### src/rtl/tnr_pkg.sv
// Package for the top-ten squared-L2 rerank block.
// Shared widths, the kept-list entry type and its cleared value.
// No dependencies.
package tnr_pkg;

    localparam int VAL_W          = 8;
    localparam int ID_W           = 20;
    localparam int DIST_W         = 23;
    localparam int RANK_W         = 4;
    localparam int KEEP_COUNT_DEF = 10;

    localparam logic [DIST_W-1:0] DIST_MAX = {DIST_W{1'b1}};

    typedef struct packed {
        logic              valid;
        logic [DIST_W-1:0] distance;
        logic [ID_W-1:0]   id;
    } t_entry;

    // per-cycle command to every cell of the list
    typedef struct packed {
        logic ins;
        logic shl;
    } t_cell_ctl;

    function automatic t_entry clear_entry();
        t_entry e;
        e.valid    = 1'b0;
        e.distance = DIST_MAX;
        e.id       = '0;
        return e;
    endfunction

endpackage

### src/rtl/tnr_dist.sv
// Running squared-L2 accumulator, saturating at the distance width.
// Depends on tnr_pkg.
module tnr_dist import tnr_pkg::*; (
    input  logic              i_clk,
    input  logic              i_rst_n,
    input  logic              i_accept,
    input  logic              i_last,
    input  logic [VAL_W-1:0]  i_query,
    input  logic [VAL_W-1:0]  i_base,
    output logic [DIST_W-1:0] o_dist
);

    logic [DIST_W-1:0]  r_sum;
    logic [VAL_W-1:0]   diff;
    logic [2*VAL_W-1:0] sq;
    logic [DIST_W:0]    sum_wide;

    always_comb begin
        diff     = (i_query > i_base) ? (i_query - i_base) : (i_base - i_query);
        sq       = diff * diff;
        sum_wide = {1'b0, r_sum} + (DIST_W+1)'(sq);
        // max sum stays below twice the cap, so the carry bit flags overflow
        o_dist   = sum_wide[DIST_W] ? DIST_MAX : sum_wide[DIST_W-1:0];
    end

    always_ff @(posedge i_clk) begin
        if (!i_rst_n) begin
            r_sum <= '0;
        end else if (i_accept) begin
            r_sum <= i_last ? '0 : o_dist;
        end
    end

endmodule

### config.mk
export PLATFORM = sky130hd
export DESIGN_NAME = tnr_dist
export DESIGN_NICKNAME = d
export VERILOG_FILES = /design/src/rtl/tnr_pkg.sv /design/src/rtl/tnr_dist.sv
export SDC_FILE = /design/constraint.sdc
export NUM_CORES = 1
export LEC_CHECK = 0
export ABC_AREA = 1
export BUFFER_PORTS_ARGS = -buffer_cell sky130_fd_sc_hd__clkbuf_2
export CAP_MARGIN = 20
export CORE_MARGIN = 2
export CORE_UTILIZATION = 30
export DETAILED_ROUTE_END_ITERATION = 10
export PLACE_DENSITY = 0.56
export SKIP_CTS_REPAIR_TIMING = 1
export SLEW_MARGIN = 5
export SYNTH_ARGS = -nofsm -noshare
export SYNTH_HDL_FRONTEND = slang
export SYNTH_SLANG_ARGS = --single-unit
### constraint.sdc
create_clock -name i_clk -period 16.6 [get_ports i_clk]
set_input_delay 2.49 -clock i_clk [delete_from_list [all_inputs] [get_ports i_clk]]
set_output_delay 2.49 -clock i_clk [all_outputs]
set_load 0.005 [all_outputs]
Word level (Yosys, flattened, before mapping)
Index checks and enable logic that the tools add are counted.

operators by class
  add/subtract/negate cells = 3
  $mul = 1
  magnitude comparators = 1
  multiplexer cells = 3

operator list
  operator          number
  $mux W23          2
  $add A23 B16 Y24  1
  $mul A8 B8 Y16    1
  $sub A8 B8 Y8     2
  $gt A8 B8 Y1      1
  $mux W8           1

storage, ports and cells
  flip-flop bits (word level) = 23
  bits of input ports = 20
  output and inout bits = 23

Logic depth before layout (Yosys ltp)
Gate-level depths: netlist (run 1).

  depth in word-level cells = 6
  gate-level depth with buffers = 40

Worst setup path before layout (run 1)
Ideal clock, no wire load.

  path kind = in2out
  from = in i_query[0]
  to = out o_dist[0]
  arrival time = 7.388 ns
  setup slack = 6.722 ns
  stages = 33
  path through = inv_1 -> ha_1 -> inv_1 -> fa_1 -> nand2_1 -> nand2_1 -> nand2_2 -> nand2_4 -> nand2_8 -> inv_6 -> nand3_2 -> nand2_2 -> inv_1 -> nor2_1 -> fa_1 -> fa_1 -> fa_1 -> inv_1 -> fa_1 -> inv_1 -> ha_1 -> nand2_1 -> inv_1 -> nand2_1 -> nand2_1 -> nand2_1 -> nand2_1 -> nand2_1 -> nand2_1 -> nor2_1 -> buf_4 -> inv_4 -> or2_1

between the ends
  word-level cells in the longest chain between the ends = 5
  elaborated cells on any way between the ends = 7

RTL lines
  what                                           line            text
  start, declared                                tnr_dist.sv:8   input logic [VAL_W-1:0] i_query,
  $sub A8 B8 Y8 or $gt A8 B8 Y1 (tied branches)  tnr_dist.sv:19  diff = (i_query > i_base) ? (i_query - i_base) : (i_base - i_query);
  $mux W8 *                                      tnr_dist.sv:19
  $mul A8 B8 Y16 *                               tnr_dist.sv:20  sq = diff * diff;
  $add A23 B16 Y24 *                             tnr_dist.sv:21  sum_wide = {1'b0, r_sum} + (DIST_W+1)'(sq);
  $mux W23 *                                     tnr_dist.sv:23  o_dist = sum_wide[DIST_W] ? DIST_MAX : sum_wide[DIST_W-1:0];
  end, declared                                  tnr_dist.sv:10  output logic [DIST_W-1:0] o_dist

Every way passes the cells marked *; elsewhere a longest branch is shown, timed or not.

Final worst setup path (run 1)
  from = in i_query[0]
  to = out o_dist[1]

The elaborated chain is that of the path after synthesis.

==> results of run 1 <==
-- area by class of cell --
| type | instances | share of cell area, % |
|---|---|---|
| sequential | 23 | 9.04 |
| inverter | 154 | 11.5 |
| timing repair buffer | 44 | 4.42 |
| tap | 188 | 4.62 |
| multi-input combinational | 504 | 68.8 |
| clock buffer | 3 | 1.47 |
| clock inverter | 1 | 0.0983 |
-- layout by cell type, fill, tap and decap left out, types with 4 or more instances in the layout --
master / Yosys / routed
a21oi_1: 44 / 44
clkbuf_2: 0 / 42
dfxtp_1: 23 / 23
fa_1: 39 / 39
ha_1: 58 / 58
inv_1: 146 / 146
inv_2: 5 / 5
nand2_1: 193 / 193
nand2_2: 9 / 9
nand2_4: 8 / 8
nand3_1: 36 / 36
nand3_2: 5 / 5
nand4_1: 4 / 4
nor2_1: 48 / 48
nor2_4: 4 / 4
nor3_1: 4 / 4
o21ai_0: 4 / 4
o21ai_1: 5 / 5
or2_1: 6 / 6
xnor2_1: 11 / 11
xor2_1: 8 / 8
-- cells in the mapped netlist, types with 6 or more instances --
cell and instances:
or2_1 6, nor2_1 48, xnor2_1 11, a21oi_1 44
dfxtp_1 23, nand2_4 8, ha_1 58, nand3_1 36
inv_1 146, nand2_2 9, nand2_1 193, fa_1 39
xor2_1 8
-- worst paths after layout --
check             start        end  depth (start not counted)
max          i_query[0]  o_dist[1]                         35
min            r_sum[2]   r_sum[2]                          2
max reg2reg    r_sum[7]  r_sum[15]                         18
min reg2reg    r_sum[2]   r_sum[2]                          2
-- worst max-delay path: cells and delay by family --
family / cells / cell delay [ns]
AND/OR/NAND/NOR: 17 / 1.38
adder cells (fa/ha/maj): 7 / 3.11
buffers and inverters: 11 / 1.03
-- through the flow --
step / instance area (sq um) / cells
2_1_floorplan: 4600 / 691
3_3_place_gp: 5010 / 913
3_5_place_dp: 5010 / 913
4_1_cts: 5090 / 917
5_1_grt: 5090 / 917
6_report: 5090 / 917
-- per-layer routing --
layer / global-route usage, % / share of wire [%] / vias up
li1: - / - / 2171
met1: 19.6 / 49 / 1835
met2: 25.0 / 47 / 47
met3: 1.04 / 2.3 / 9
met4: 2.33 / 0.90 / 0
met5: 0 / 0 / -
-- cell families after synthesis --
group | after synthesis
buffers and inverters | 164
adders and majority gates | 97
and+or+nand+nor | 330
DFF | 23
AOI/OAI and AO/OA | 58
xor gates and xnor gates | 19
==> impl_metrics.py, run 1 <==
metrics = {
    "status": {
        "status": "finished, final reports clean",
    },
    "synth": {
        "syn_area_per_cell_sq_um": 6.66,
        "synth_area_sq_um": 4600,
        "synth_edf_count": 0,
        "synthArstFlopShare_pct": 0,
        "synth_top_cell_by_area": "fa_1",
        "syn_inst": 691,
        "synth_compound_area_share_pct": 6.63,
        "yosys.area_share.simple_pct": 33.1,
        "synth_xor_area_share_pct": 3.62,
        "synth.mux.area_fraction_pct": 0,
        "synthTopCellsByArea": "fa_1 17%, ha_1 16%, nand2_1 16%",
        "ys.flop_type": "dfxtp_1",
        "synth_nets": 808,
        "ys_ff_latch": 23,
        "synth_top_family_by_area": "simple AND/OR/NAND/NOR gates",
        "yosysWarnings": 0,
        "synthAdderAreaFrac_pct": 32.7,
        "ys_types": 36,
        "ys_seq_area_share_pct": 10.0,
        "synth_top_area_share_pct": 17.0,
    },
    "timing": {
        "rsz0062_at_grt": "no",
        "worst_hold_slack_ns": 0.465,
        "fmax_mhz": 94.9,
        "setup_tns_ns": 0,
        "finalCritPeriodShare_pct": 63.5,
        "slew_viol_final": 0,
        "clock_skew_ns": 0.00145,
        "slew_headroom_pct": 44.9,
        "layout_min_cycle_time_ns": 10.54,
        "setup_violations": 0,
        "setup_slack_ns": 6.06,
        "hold_viol_final": 0,
        "worst-slew-pin-transition_ns": 0.826,
    },
    "layout": {
        "top_register": "r_sum",
        "largest_reg_flops": 23,
        "multi_input_area_sq_um": 3500,
        "antenna_cells": 0,
        "regArea_sq_um": 460,
        "drive_above_1_share_pct": 12.6,
        "fin_util_pct": 33.7,
        "syn2layout_area_growth_pct": 10.6,
        "n_fill_cell": 1671,
        "final_nets": 847,
        "top_regs": "r_sum (23)",
    },
    "critical_path": {
        "criticalPathCategory": "input port to output port",
        "r2r_slack_ns": 12.41,
        "cp_common_cell": "nand2_1",
        "required_ns": 14.11,
        "critPathCaptureType": "output port",
        "cp_data_arrival_time_ns": 8.05,
        "cp-start-kind": "input port",
        "crit_slowest_cell": "fa_1",
        "path_max_fanout": 20,
        "slowest_delay_ns": 0.56,
    },
    "route": {
        "vias": 4062,
        "drc": 0,
        "drt_wl_total_mm": 10.9,
        "viasPerCell": 4.43,
        "routedWlPerCell_microns": 11.9,
        "drt_iter0_drc": 137,
        "ant_nets": 0,
        "dr.pass1.iters": 5,
    },
    "clock_network": {
        "clk_pin_slew_ns": 0.07,
        "cts_tree": "yes",
        "clock_latency_ns": 0.26,
        "cts-root-buf": "clkbuf_16",
        "cts_buffers": 3,
        "cts_max_level": 1,
        "clock-sinks": 23,
        "clock_tree.buffer_depth": 2,
    },
    "die": {
        "die_area_sq_um": 16400,
        "die_y_microns": 128,
        "rows": 45,
        "core_area_sq_um": 15100,
        "ioPinCount": 43,
        "die_x_microns": 128,
        "start_util_pct": 30.5,
    },
    "global_routing": {
        "gr-usage-all-layers_pct": 14.3,
        "overflow": 0,
        "grt_pass1_wl_mm": 19.3,
        "grt_pass1_vias": 4099,
        "antenna_found_initial": 0,
        "grt_start_max_net_pins": 25,
    },
    "placed_design": {
        "place_ws_ns": 6.08,
        "io_buffers": 42,
        "dp_hpwl_mm": 9.44,
        "gp_congestion": 0.905,
    },
    "hold_path": {
        "hp-class": "flop to flop",
    },
    "job": {
        "cap_violations": 0,
    },
}
Power of run 1 is not shown: default switching activity piles up to over one toggle a cycle in this logic, so the estimate is an artifact.
==> run 2: changes to the inputs <==
--- a/config.mk
+++ b/config.mk
@@ -11,7 +11,7 @@
 export CORE_MARGIN = 2
 export CORE_UTILIZATION = 30
 export DETAILED_ROUTE_END_ITERATION = 10
-export PLACE_DENSITY = 0.56
+export PLACE_DENSITY = 0.58
 export SKIP_CTS_REPAIR_TIMING = 1
 export SLEW_MARGIN = 5
 export SYNTH_ARGS = -nofsm -noshare
==> constraint.sdc (replaced) <==
create_clock -name i_clk -period 9.15 [get_ports i_clk]
set_input_delay 1.3725 -clock i_clk [delete_from_list [all_inputs] [get_ports i_clk]]
set_output_delay 1.3725 -clock i_clk [all_outputs]
set_load 0.005 [all_outputs]
==> impl_metrics.py, run 2 (same netlist as run 1, synthesis figures left out) <==
metrics = {
    "status": {
        "status": "finished, final reports clean",
    },
    "clock_network": {
        "clock-sinks": 23,
        "clock_latency_ns": 0.27,
        "cts-root-buf": "clkbuf_16",
        "cts_max_level": 1,
        "cts_tree": "yes",
        "clk_pin_slew_ns": 0.07,
        "cts_buffers": 3,
        "clock_tree.buffer_depth": 2,
    },
    "layout": {
        "top_register": "r_sum",
        "syn2layout_area_growth_pct": 10.8,
        "final_cell_mix": "193 x nand2_1, 146 x inv_1, 58 x ha_1",
        "drive_above_1_share_pct": 12.7,
        "final_common_cell": "nand2_1",
        "final_nets": 848,
        "antenna_cells": 0,
        "largest_reg_flops": 23,
        "top_regs": "r_sum (23)",
    },
    "route": {
        "drc": 0,
        "ant_nets": 0,
        "drt_wl_total_mm": 10.8,
        "viasPerCell": 4.40,
        "vias": 4037,
        "routedWlPerCell_microns": 11.7,
        "drt_iter0_drc": 161,
        "dr.pass1.iters": 4,
    },
    "die": {
        "core_area_sq_um": 15100,
        "die_x_microns": 128,
        "start_util_pct": 30.5,
        "rows": 45,
        "ioPinCount": 43,
        "die_area_sq_um": 16400,
        "die_y_microns": 128,
    },
    "global_routing": {
        "grt_pass1_vias": 4156,
        "grt_start_max_net_pins": 25,
        "grt_pass1_wl_mm": 19.5,
        "top_usage_layer": "met2",
        "grt_use_met3_pct": 1.04,
        "use_met1_pct": 19.8,
        "overflow": 0,
        "met2_usage_pct": 25.2,
        "antenna_found_initial": 0,
        "gr-usage-all-layers_pct": 14.5,
    },
    "critical_path": {
        "required_ns": 7.78,
        "cp-start-kind": "input port",
        "slowest_delay_ns": 0.55,
        "cp_data_arrival_time_ns": 6.95,
        "crit_slowest_cell": "fa_1",
        "path_max_fanout": 11,
        "criticalPathCategory": "input port to output port",
        "cp_common_cell": "nand2_1",
        "critPathCaptureType": "output port",
    },
    "timing": {
        "setup_violations": 0,
        "rsz0062_at_grt": "no",
        "finalCritPeriodShare_pct": 90.9,
        "worst_hold_slack_ns": 0.466,
        "setup_tns_ns": 0,
        "slew_headroom_pct": 43.8,
        "slew_viol_final": 0,
        "worst-slew-pin-transition_ns": 0.842,
        "fmax_mhz": 120,
        "hold_viol_final": 0,
        "clock_skew_ns": 0.00859,
        "layout_min_cycle_time_ns": 8.32,
    },
    "job": {
        "cap_violations": 0,
    },
    "placed_design": {
        "dp_hpwl_mm": 9.16,
        "gp_congestion": 0.861,
        "io_buffers": 42,
    },
    "hold_path": {
        "hp-class": "flop to flop",
    },
}
[run 2: layer usage]
metal	routed length [microns]	vias to the layer above
met3	247	7
met5	0	-
met4	106	0
li1	-	2177
met1	5380	1807
met2	5040	46
[run 2: critical path, delay by kind of cell]
kind                     cells  cell delay [ns]
adder cells (fa/ha/maj)      6             2.91
AND/OR/NAND/NOR             16             1.47
buffers and inverters        9             0.84
AO/OA/AOI/OAI                1             0.34
[run 2: path summary, 6_finish.rpt]
| kind | from | endpoint | slack (ns) | cells past startpoint |
|---|---|---|---|---|
| setup reg to reg | r_sum[7] | r_sum[4] | 5.01 | 18 |
| hold / removal | r_sum[2] | r_sum[2] | 0.47 | 2 |
| setup / recovery | i_query[2] | o_dist[3] | 0.83 | 32 |
| hold reg to reg | r_sum[2] | r_sum[2] | 0.47 | 2 |
[run 2: metrics by stage]
step,instance area (sq um),util (%),setup WS (ns),instances
2_1_floorplan,4600,-,1.51,691
3_3_place_gp,5020,33.3,0.963,914
3_5_place_dp,5020,33.3,0.876,914
4_1_cts,5100,33.8,0.867,918
5_1_grt,5100,33.8,0.267,918
6_report,5100,33.8,0.832,918
[run 2: layout make-up]
class | instances | area (sq um)
fillers | 1711 | 9990
well taps | 188 | 235
flip-flops and latches | 23 | 460
multi-input cells | 504 | 3500
clock inverters | 1 | 5.00
repair buffers | 45 | 233
clock buffers | 3 | 75.1
inverters | 154 | 588
Power of run 2 is left out for the same reason.
