`src/rtl/tnr_pkg.sv`:
```
// Package for the top-ten squared-L2 rerank block.
// Shared widths, the kept-list entry type and its cleared value.
// No dependencies.
package tnr_pkg;

    localparam int VAL_W          = 8;
    localparam int ID_W           = 20;
    localparam int DIST_W         = 23;
    localparam int RANK_W         = 4;
    localparam int KEEP_COUNT_DEF = 10;

    localparam logic [DIST_W-1:0] DIST_MAX = {DIST_W{1'b1}};

    typedef struct packed {
        logic              valid;
        logic [DIST_W-1:0] distance;
        logic [ID_W-1:0]   id;
    } t_entry;

    // per-cycle command to every cell of the list
    typedef struct packed {
        logic ins;
        logic shl;
    } t_cell_ctl;

    function automatic t_entry clear_entry();
        t_entry e;
        e.valid    = 1'b0;
        e.distance = DIST_MAX;
        e.id       = '0;
        return e;
    endfunction

endpackage

```
`src/rtl/tnr_cell.sv`:
```
// One slot of the sorted kept list: compares, takes from the slot above on
// insert, from the slot below on drain. Depends on tnr_pkg.
module tnr_cell import tnr_pkg::*; (
    input  logic      i_clk,
    input  logic      i_rst_n,
    input  t_cell_ctl i_ctl,
    input  t_entry    i_new,
    input  t_entry    i_prev,
    input  logic      i_prev_beats,
    input  t_entry    i_next,
    output t_entry    o_entry,
    output logic      o_beats
);

    t_entry r_entry;
    t_entry n_entry;

    // empty slot loses to anything; ties keep the older entry
    assign o_beats = !r_entry.valid || (i_new.distance < r_entry.distance);
    assign o_entry = r_entry;

    always_comb begin
        n_entry = r_entry;
        if (i_ctl.shl) begin
            n_entry = i_next;
        end else if (i_ctl.ins && o_beats) begin
            n_entry = i_prev_beats ? i_prev : i_new;
        end
    end

    always_ff @(posedge i_clk) begin
        if (!i_rst_n) begin
            r_entry <= clear_entry();
        end else begin
            r_entry <= n_entry;
        end
    end

endmodule

```
`config.mk`:
```
export PLATFORM = sky130hd
export DESIGN_NAME = tnr_cell
export DESIGN_NICKNAME = d
export VERILOG_FILES = /design/src/rtl/tnr_pkg.sv /design/src/rtl/tnr_cell.sv
export SDC_FILE = /design/constraint.sdc
export NUM_CORES = 1
export LEC_CHECK = 0
export BUFFER_PORTS_ARGS = -buffer_cell sky130_fd_sc_hd__buf_4
export CAP_MARGIN = 30
export CORE_ASPECT_RATIO = 0.5
export CORE_MARGIN = 1
export CORE_UTILIZATION = 43
export DETAILED_ROUTE_END_ITERATION = 8
export PLACE_DENSITY = 0.78
export REMOVE_ABC_BUFFERS = 1
export SLEW_MARGIN = 20
export SYNTH_ARGS = -nofsm -noshare
export SYNTH_HDL_FRONTEND = slang
export SYNTH_SLANG_ARGS = --single-unit
```
`constraint.sdc`:
```
create_clock -name i_clk -period 2.7 [get_ports i_clk]
set_clock_uncertainty 0.15 [all_clocks]
set_input_delay 0.135 -clock i_clk [delete_from_list [all_inputs] [get_ports i_clk]]
set_output_delay 0.135 -clock i_clk [all_outputs]
set_load 0.03 [all_outputs]
```
==> Word level (Yosys, flattened, before mapping) <==
Cells that the tools add are included.
{ "word_totals": {"ff_bits": 44} }
{ "classes": {"n_mux": 3, "n_reduce_logical": 4, "magnitude_cmp": 1} }
{ "ops": {"columns": ["operator", "n"], "rows": [
  ["44-bit 2-to-1 mux", 3],
  ["23-bit < comparator", 1],
  ["2-bit nonzero test", 1],
  ["1-bit logical AND", 1],
  ["1-bit zero test", 1],
  ["1-bit logical OR", 1]
]} }

==> Logic depth before layout (Yosys ltp) <==
Gate-level depths: netlist of run 1.
{ "logic_depth": {"depth_word": 5, "mapped_depth": 9} }

==> Worst setup path after synthesis of run 1 <==
Ideal clock, no wire load.
{ "synth_path": {"kind": "register to register", "from": "register r_entry (netlist bit o_entry[41])", "to": "register r_entry (netlist bit o_entry[20])", "setup_time_ps": 121, "period_less_slack_ps": 2642, "slack_ps": 58, "arrival_time_ps": 2371, "stages_incl_launch_ff": 10, "path_cell_list": "dfxtp_1 -> inv_1 -> ha_1 -> nand4_1 -> nor4_1 -> nand2_1 -> and3_4 -> a31oi_4 -> buf_6 -> mux2_2"} }
{ "synth_between": {"elab_chain_cells": 4} }
{ "synth_rtl": {"columns": ["element", "line_no", "rtl"], "rows": [
  ["from (decl)", "tnr_cell.sv:15", "t_entry r_entry;"],
  ["from (signal assigned)", "tnr_cell.sv:33", "r_entry <= clear_entry();"],
  ["from (signal assigned)", "tnr_cell.sv:35", "r_entry <= n_entry;"],
  ["23-bit < comparator", "tnr_cell.sv:19", "assign o_beats = !r_entry.valid || (i_new.distance < r_entry.distance);"],
  ["1-bit logical OR", "tnr_cell.sv:19", null],
  ["1-bit logical AND", "tnr_cell.sv:26", "end else if (i_ctl.ins && o_beats) begin"],
  ["2-bit nonzero test (no line)", null, null]
]} }
Every way passes these cells.
A chain may end at the register's enable or synchronous reset.

==> Worst setup path after layout of run 1 <==
{ "layout_path": {"from": "register r_entry (netlist bit o_entry[38])", "to": "register r_entry (netlist bit o_entry[40])"} }
Same word-level chain as after synthesis.

==> flow_summary.json, run 1 <==
{
  "min_to": "o_entry[43]$_SDFFE_PN0P_",
  "die_w_um": 124,
  "initial_utilization": 0.462,
  "r2r_slack_ns": 0.15,
  "pin_count": 182,
  "nFillCells": 626,
  "antenna_found_initial": 0,
  "clk_path_buf_depth": 2,
  "ys_types": 26,
  "port_buffers": 181,
  "postSynthCellCount": 399,
  "max_freq_mhz": 393,
  "routed_wl_um": 8680,
  "post_cts_buffers": 0,
  "critPathMaxStageDelay_ns": 0.36,
  "slew_viol_final": 0,
  "yosysSeqAreaShare": 0.275,
  "n_antenna_cell": 0,
  "worst_setup_path_start_kind": "flop",
  "ir_worst_vdd_mv": 0.269,
  "postRouteAntennaNets": 0,
  "h-tree-depth": 2,
  "crit_chain": "inv_1 -> ha_1 -> nand4_1 -> nor4_2 -> nand2_1 -> and3_4 -> a31oi_4 -> buf_12 -> mux2_2",
  "worstSetupPathType": "flop to flop",
  "holdBufCountCts": 0,
  "syn_area_mm2": 0.00321,
  "cts.sinks": 44,
  "netlist.area_leader.share": 0.275,
  "die-area_mm2": 0.00783,
  "tightest_slew_ns": 0.652,
  "clk_latency_ns": 0.28,
  "routabilityCongestion": 0.752,
  "drc": 0,
  "hold_violations": 0,
  "setup_viol": 0,
  "largest_register_ff_count": 44,
  "cts_tree": "yes",
  "grt_pass1_vias": 3175,
  "grt_pass1_wl_um": 14100,
  "clkTransAtPathRegs_ns": 0.06,
  "nets": 723,
  "drt_pass1_iterations": 6,
  "hold_path.class": "input pin to flop",
  "cts_resized": 0,
  "placed_cell_area_mm2": 0.00460,
  "synthTopCellsByArea": "dfxtp_1 (27%), mux2i_1 (20%), nand2_1 (14%)",
  "hold_path_startpoint": "i_next[43]",
  "cp_data_arrival_time_ns": 2.56,
  "end_kind": "flop",
  "powerDensity_mw_per_mm2": 443,
  "cp_num_buf_inv": 2,
  "yosysWarnings": 0,
  "final_design_area_no_fill_mm2": 0.00476,
  "leakage_nw": 2.40,
  "worst-path-max-fanout": 25,
  "finalCritPeriodShare": 0.943,
  "rows": 21,
  "dp_hpwl_um": 6740,
  "die_y_um": 63.1,
  "syn2layout_area_growth_pct": 48.6,
  "cap_violations": 0,
  "finish.utilization": 0.687,
  "critPathSlowestCell": "mux2_2",
  "avgSynthCellArea_um2": 8.03,
  "clockRootBuffer": "clkbuf_16",
  "relSlewSlack": 0.565,
  "drt-vias-per-instance": 4.99,
  "critPathTopFamily": "simple AND/OR/NAND/NOR gates",
  "vias": 3280,
  "grt_use_total": 0.224,
  "hold_slack_ns": 0.0427,
  "grt-ovfl-total": 0,
  "yosysTopAreaCell": "dfxtp_1",
  "p_total_w": 0.00211,
  "drtIter0Drc": 132,
  "cts_made_buffers": 5,
  "finalCriticalPeriod_ns": 2.55,
  "preCtsSetupSlack_ns": 0.0741,
  "worst_r2r_endpoint": "o_entry[40]$_SDFFE_PN1P_",
  "crit_start": "o_entry[38]$_SDFFE_PN1P_",
  "rsz0062_at_grt": "no",
  "coreArea_mm2": 0.00694,
  "wl_per_cell_um": 13.2,
  "status": "complete, no violations",
  "hold_path_depth": 4,
  "crit_required_ns": 2.72,
  "ys_ff_latch": 44,
  "drive_above_1_share": 0.386,
  "grt_max_degree": 68,
  "fin_ws_ns": 0.154,
  "reg2reg_from": "o_entry[38]$_SDFFE_PN1P_",
  "rr_worst_depth": 9
}
-- metal layers --
layer	vias up	wire (µm)	track usage
li1	1704	-	-
met1	1501	3700	0.258
met4	0	101	0.0491
met2	65	4540	0.430
met3	10	339	0.0362
met5	-	0	0
-- synthesized netlist by cell type --
cell type and instances:
a21o_1 1, a21oi_1 10, a221oi_1 1, a311oi_1 1, a31oi_4 1, and3_4 1
buf_1 2, buf_2 2, buf_4 2, buf_6 2, clkbuf_1 21, dfxtp_1 44
ha_1 22, inv_1 23, mux2_1 4, mux2_2 20, mux2i_1 63, nand2_1 116
nand2b_1 3, nand3_1 4, nand4_1 4, nor2_1 2, nor4_1 1, o211ai_1 24
o21a_1 1, o21ai_0 24
-- how the worst max path moves through the flow --
stage	endpoint	slack (ns)	cells past startpoint
floorplan	o_entry[20]$_SDFFE_PN1P_	-0.57	8
global placement	o_entry[14]$_SDFFE_PN0P_	0.19	10
detailed placement	o_entry[13]$_SDFFE_PN0P_	0.07	10
CTS	o_entry[4]$_SDFFE_PN0P_	0.06	10
global route	o_entry[9]$_SDFFE_PN0P_	0.004	9
finish	o_entry[40]$_SDFFE_PN1P_	0.15	9
-- logic make-up (layout without fill, tap and decap cells) --
family / after synthesis / after routing / share of synthesized area
adder cells (fa/ha/maj): 22 / 22 / 0.0859
AND/OR/NAND/NOR: 131 / 131 / 0.164
multiplexers: 87 / 87 / 0.281
buffers and inverters: 52 / 218 / 0.0687
flip-flops: 44 / 44 / 0.275
AO/OA/AOI/OAI: 63 / 63 / 0.126
-- per-stage QoR --
| stage | instances | TNS [ns] |
|---|---|---|
| floorplan | 370 | -20.38 |
| global placement | 649 | 0 |
| detailed placement | 649 | 0 |
| CTS | 657 | 0 |
| global route | 657 | 0 |
| finish | 657 | 0 |
-- area by class of cell --
class / instances / area (µm²) / share of cell area
clock buffers: 6 / 139 / 0.0292
repair buffers: 187 / 1420 / 0.298
well taps: 92 / 115 / 0.0242
flip-flops and latches: 44 / 881 / 0.185
clock inverters: 2 / 10.0 / 0.00210
inverters: 23 / 86.3 / 0.0181
multi-input cells: 303 / 2110 / 0.443
-- worst reg2reg max path: cells and delay by family, from the launching register on --
kind	cells	cell delay, ns
compound gates	1	0.22
fa+ha+maj	1	0.30
simple gates	4	0.76
buf+inv	2	0.29
flops	1	0.33
mux	1	0.37
-- power by group --
part	switching [W]	leakage (nW)	internal [W]
sequential	0.0000306	0.366	0.000711
combinational	0.000390	1.96	0.000367
clock	0.000244	0.0766	0.000365
-- cell usage in the layout (no fill, tap or decap), types with 5 or more instances in the layout --
master,netlist,layout
buf_4,2,185
mux2_2,20,20
ha_1,22,22
o21ai_0,24,24
nand2_1,116,116
a21oi_1,10,10
clkbuf_16,0,5
o211ai_1,24,24
inv_1,23,23
dfxtp_1,44,44
mux2i_1,63,63
Power figures use the tool's default switching activity.
==> run 2: changes to the inputs <==
Settings changed: CORE_MARGIN 1 to 2.
==> run 2 against run 1 <==
Effect of this change: sequential power barely moved; maximum frequency grew 1.1%; critical endpoint is now o_entry[21]$_SDFFE_PN1P_; critical path depth unchanged; clock power is 20% higher; worst hold slack worse by 0.0053 ns; final cell count grew 0.61%; design area increased by 1.4%; setup slack better by 0.029 ns; sequential share of layout area shrank 0.26 points; global-route usage decreased by 2.5 points.
==> flow_summary.json, run 2 (same netlist as run 1, synthesis figures left out) <==
{
  "status": "complete, no violations",
  "nets": 723,
  "holdBufCountCts": 0,
  "p_int_w": 0.00157,
  "routabilityCongestion": 0.763,
  "setup_viol": 0,
  "slew_viol_final": 0,
  "die_y_um": 65.1,
  "end_kind": "flop",
  "clkPwrFrac": 0.327,
  "critPathSlowestCell": "mux2_2",
  "dp_hpwl_um": 6580,
  "clkTransAtPathRegs_ns": 0.06,
  "drtIter0Drc": 112,
  "grt_pass1_vias": 2940,
  "worst-path-max-fanout": 17,
  "antenna_found_initial": 0,
  "postRouteAntennaNets": 0,
  "grt_pass1_wl_um": 13500,
  "leakage_nw": 2.42,
  "grt-ovfl-total": 0,
  "cap_violations": 0,
  "finalCriticalPeriod_ns": 2.52,
  "final_cell_mix": "buf_4 (183), nand2_1 (116), mux2i_1 (63), dfxtp_1 (44)",
  "switching_share": 0.298,
  "cts.sinks": 44,
  "initial_utilization": 0.441,
  "pin_count": 182,
  "vias": 3251,
  "critPathMaxStageDelay_ns": 0.35,
  "drc": 0,
  "port_buffers": 181,
  "worst_setup_path_start_kind": "flop",
  "cts_tree": "yes",
  "crit_chain": "inv_1 -> ha_1 -> nand4_1 -> nor4_2 -> nand2_1 -> and3_4 -> a31oi_4 -> buf_12 -> mux2_2",
  "grt_max_degree": 91,
  "clk_path_buf_depth": 2,
  "largest_register_ff_count": 44,
  "rsz0062_at_grt": "no",
  "wl_per_cell_um": 13.3,
  "routed_wl_um": 8760,
  "die_w_um": 126,
  "worstSetupPathType": "flop to flop",
  "preCtsSetupSlack_ns": 0.0271,
  "rows": 22,
  "clk_latency_ns": 0.28,
  "finalCritPeriodShare": 0.932,
  "n_antenna_cell": 0,
  "cp_data_arrival_time_ns": 2.54,
  "powerDensity_mw_per_mm2": 463,
  "grt_use_total": 0.200,
  "fin_ws_ns": 0.183,
  "ir_worst_vdd_mv": 0.319,
  "syn2layout_area_growth_pct": 50.7,
  "cts_made_buffers": 5,
  "combPwrFrac": 0.341,
  "nFillCells": 624,
  "drive_above_1_share": 0.386,
  "layout_commonest_cell": "buf_4",
  "hold_violations": 0,
  "switchingPower_w": 0.000667,
  "die-area_mm2": 0.00820,
  "clockRootBuffer": "clkbuf_16",
  "hold_path.class": "input pin to flop",
  "pwr-share-seq": 0.332,
  "hold_slack_ns": 0.0374,
  "drt-vias-per-instance": 4.92,
  "crit_required_ns": 2.72,
  "tightest_slew_ns": 0.784,
  "h-tree-depth": 2,
  "max_freq_mhz": 397,
  "drt_pass1_iterations": 4,
  "coreArea_mm2": 0.00727,
  "relSlewSlack": 0.477
}
[run 2: cell type report]
cell class,count,area [µm²],share of cell area
Multi-Input combinational cell,303,2110,0.437
Timing Repair Buffer,187,1450,0.300
Sequential cell,44,881,0.182
Clock buffer,7,153,0.0316
Tap cell,96,120,0.0249
Inverter,23,86.3,0.0179
Clock inverter,1,30.0,0.00622
[run 2: path summary, 6_finish.rpt]
kind	from	end	slack [ns]	cells after the start
min reg2reg	o_entry[4]$_SDFFE_PN0P_	o_entry[4]$_SDFFE_PN0P_	0.31	2
max	o_entry[38]$_SDFFE_PN1P_	o_entry[21]$_SDFFE_PN1P_	0.18	9
max reg2reg	o_entry[38]$_SDFFE_PN1P_	o_entry[21]$_SDFFE_PN1P_	0.18	9
min	i_next[43]	o_entry[43]$_SDFFE_PN0P_	0.04	4
[run 2: worst max-delay path: cells and delay by family (launching register included)]
| kind | cells | cell delay (ns) |
|---|---|---|
| DFF | 1 | 0.33 |
| muxes | 1 | 0.35 |
| AOI/OAI and AO/OA | 1 | 0.24 |
| adders and majority gates | 1 | 0.30 |
| and+or+nand+nor | 4 | 0.76 |
| buffers and inverters | 2 | 0.26 |
[run 2: power groups by stage]
stage,Sequential (W),Clock [W],Combinational [W]
after floorplan,0.000876,0,0.000264
after global placement,0.000753,0,0.000742
after detailed placement,0.000755,0,0.000755
after CTS,0.000742,0.000752,0.000760
after global routing,0.000750,0.000776,0.000830
final,0.000742,0.000732,0.000764
[run 2: routing by layer]
metal / GRT usage / up-vias / share of wire
met5: 0 / - / 0
met4: 0.0549 / 0 / 0.015
met3: 0.0380 / 12 / 0.038
met2: 0.376 / 68 / 0.52
met1: 0.234 / 1469 / 0.43
li1: - / 1702 / -
[run 2: stage by stage]
step	power, W	utilization	TNS (ns)	cells	instance area (µm²)
after floorplan	0.00114	-	-20.38	370	3070
after global routing	0.00236	0.665	0	661	4830
after CTS	0.00225	0.660	0	659	4790
after detailed placement	0.00151	0.634	0	651	4610
after global placement	0.00150	0.634	0	651	4610
final	0.00224	0.665	0	661	4830
[run 2: what timing repair did]
action                                  4_1_cts  5_1_grt
pin swaps                                     0        2
setup buffers                                 0        1
cloned                                        0        1
resized for setup                             1        1
endpoints found under the setup margin        7       14
hold endpoints to repair                      0        0
==> run 3: changes to the inputs <==
Settings changed: ABC_AREA set to 1, CORE_MARGIN 2 to 4, CORE_UTILIZATION 43 to 45, PLACE_DENSITY 0.78 to 0.81.
==> run 3 against run 2 <==
Effect of this change: count of clock-buffer cells in the layout unchanged; critical path depth grew 5; maximum frequency rose by 6.3%; flip-flop and latch count is the same; critical path type unchanged.
==> flow_summary.json, run 3 <==
{
  "routed_wl_um": 9830,
  "cts_made_buffers": 5,
  "relSlewSlack": 0.495,
  "worst_r2r_endpoint": "o_entry[6]$_SDFFE_PN0P_",
  "rr_worst_depth": 14,
  "cts_tree": "yes",
  "reg2reg_from": "o_entry[34]$_SDFFE_PN1P_",
  "postSynthCellCount": 498,
  "worst-path-max-fanout": 47,
  "port_buffers": 181,
  "setup_viol": 0,
  "drtIter0Drc": 208,
  "rsz0062_at_grt": "no",
  "worstSetupPathType": "flop to flop",
  "pin_count": 182,
  "hold_violations": 0,
  "drt-vias-per-instance": 4.89,
  "drive_above_1_share": 0.303,
  "powerDensity_mw_per_mm2": 465,
  "critPathSlowestCell": "dfxtp_1",
  "vias": 3666,
  "clkPwrFrac": 0.325,
  "placed_cell_area_mm2": 0.00465,
  "ys_types": 22,
  "final_cell_mix": "buf_4 (185), nand2_1 (126), nand3_1 (66), inv_1 (55), dfxtp_1 (44)",
  "cp_num_buf_inv": 2,
  "grt_use_total": 0.207,
  "rows": 21,
  "grt-ovfl-total": 0,
  "critPathTopFamily": "simple AND/OR/NAND/NOR gates",
  "clkTransAtPathRegs_ns": 0.06,
  "hold_path.class": "input pin to flop",
  "nFillCells": 612,
  "synthTopCellsByArea": "dfxtp_1 (26%), nand2_1 (14%), mux2i_1 (13%)",
  "p_total_w": 0.00225,
  "drt_pass1_iterations": 4,
  "routabilityCongestion": 0.763,
  "worst_setup_path_start_kind": "flop",
  "drc": 0,
  "netlist.area_leader.share": 0.265,
  "tightest_slew_ns": 0.758,
  "coreArea_mm2": 0.00694,
  "die_y_um": 68.8,
  "combPwrFrac": 0.341,
  "r2r_slack_ns": 0.33,
  "nets": 815,
  "largest_register_ff_count": 44,
  "postRouteAntennaNets": 0,
  "crit_chain": "inv_1 -> ha_1 -> nand2_1 -> nor2_1 -> nand2_1 -> nor2_1 -> nand2_1 -> nand3_2 -> nand2_4 -> nand2_8 -> buf_4 -> nand3_1 -> nand2_1 -> nor2_1",
  "clk_latency_ns": 0.28,
  "synth_edf_count": 0,
  "final_design_area_no_fill_mm2": 0.00483,
  "grt_max_degree": 48,
  "pwr-share-seq": 0.334,
  "layout.cells.non_filler": 749,
  "ys_ff_latch": 44,
  "p_int_w": 0.00155,
  "n_antenna_cell": 0,
  "die_w_um": 130,
  "grt_pass1_wl_um": 15000,
  "crit_start": "o_entry[34]$_SDFFE_PN1P_",
  "finalCritPeriodShare": 0.877,
  "yosysTopAreaCell": "dfxtp_1",
  "hold_path_depth": 5,
  "antenna_found_initial": 0,
  "grt_pass1_vias": 3232,
  "crit_required_ns": 2.72,
  "finish.utilization": 0.696,
  "dp.cells": 741,
  "min_to": "o_entry[20]$_SDFFE_PN1P_",
  "slew_viol_final": 0,
  "initial_utilization": 0.480,
  "finalCriticalPeriod_ns": 2.37,
  "end_kind": "flop",
  "clk_path_buf_depth": 2,
  "avgSynthCellArea_um2": 6.69,
  "switchingPower_w": 0.000703,
  "cpMostUsedCell": "nand2_1",
  "yosysWarnings": 0,
  "cts.sinks": 44,
  "switching_share": 0.313,
  "ir_worst_vdd_mv": 0.266,
  "clockRootBuffer": "clkbuf_16",
  "critPathMaxStageDelay_ns": 0.37,
  "layout_commonest_cell": "buf_4",
  "holdBufCountCts": 0,
  "max_freq_mhz": 422,
  "dp_hpwl_um": 7460,
  "h-tree-depth": 2,
  "post_cts_buffers": 0,
  "yosysSeqAreaShare": 0.265,
  "ys.flop_type": "dfxtp_1",
  "leakage_nw": 2.72,
  "syn2layout_area_growth_pct": 45.1,
  "hold_path_startpoint": "i_next[20]",
  "cp_data_arrival_time_ns": 2.39,
  "synth.most_common_cell": "nand2_1",
  "wl_per_cell_um": 13.1,
  "synthArstFlopShare": 0,
  "status": "complete, no violations",
  "synthTopCellsByCount": "nand2_1 (126), nand3_1 (66), inv_1 (55)",
  "syn_area_mm2": 0.00333,
  "cts_resized": 0,
  "die-area_mm2": 0.00892,
  "fin_setup_tns_ns": 0,
  "cap_violations": 0
}
-- run 3: cell count changes in the layout (fill, tap and decap cells not counted), sizes merged, moves of 19 or more --
cell / delta
nor2: +26
o211ai: -24
a21oi: +19
o21ai: +19
mux2: -24
mux2i: -20
inv: +33
nand3: +63
-- run 3: cell families after synthesis --
kind of cell / Yosys count / synth area share
simple gates: 224 / 0.289
buf+inv: 90 / 0.119
compound gates: 75 / 0.116
flops: 44 / 0.265
mux: 43 / 0.129
fa+ha+maj: 22 / 0.0827
-- run 3: how the worst max path moves through the flow --
stage,cells after the start,slack (ns),endpoint
global route,14,0.15,o_entry[6]$_SDFFE_PN0P_
CTS,14,0.33,o_entry[6]$_SDFFE_PN0P_
global placement,14,0.44,o_entry[14]$_SDFFE_PN0P_
floorplan,13,0.36,o_entry[20]$_SDFFE_PN1P_
finish,14,0.33,o_entry[6]$_SDFFE_PN0P_
detailed placement,14,0.38,o_entry[6]$_SDFFE_PN0P_
-- run 3: metrics by stage --
| step | hold WS, ns | setup WS, ns |
|---|---|---|
| after global placement | 0.292 | 0.438 |
| after CTS | 0.00856 | 0.327 |
| final | 0.0154 | 0.332 |
| after floorplan | 0.0691 | 0.358 |
| after global routing | 0.0213 | 0.148 |
| after detailed placement | 0.299 | 0.377 |
-- run 3: metal layers --
metal | share of wire | up-vias | track usage
met5 | 0 | - | 0
met1 | 0.41 | 1623 | 0.254
met4 | 0.019 | 0 | 0.0518
met3 | 0.051 | 14 | 0.0338
li1 | - | 1945 | -
met2 | 0.52 | 84 | 0.385
-- run 3: power by group through the flow --
stage               Sequential (W)  Clock (W)  Combinational [W]
floorplan                 0.000877          0           0.000285
global placement          0.000763          0           0.000751
detailed placement        0.000764          0           0.000768
CTS                       0.000751   0.000738           0.000773
global route              0.000757   0.000768           0.000845
finish                    0.000751   0.000731           0.000766
-- run 3: layout make-up --
type	instances	area, µm²	area share
Multi-Input combinational cell	364	2050	0.425
Inverter	56	210	0.0435
Sequential cell	44	881	0.182
Clock buffer	7	153	0.0316
Clock inverter	1	30.0	0.00622
Tap cell	92	115	0.0238
Timing Repair Buffer	185	1390	0.287
-- run 3: worst reg2reg max path: stages, from the launching register on --
cell and delay [ns]:
dfxtp_1 0.37, inv_1 0.06, ha_1 0.30, nand2_1 0.08, nor2_1 0.14, nand2_1 0.09
nor2_1 0.10, nand2_1 0.07, nand3_2 0.09, nand2_4 0.07, nand2_8 0.24, buf_4 0.29
nand3_1 0.10, nand2_1 0.07, nor2_1 0.04
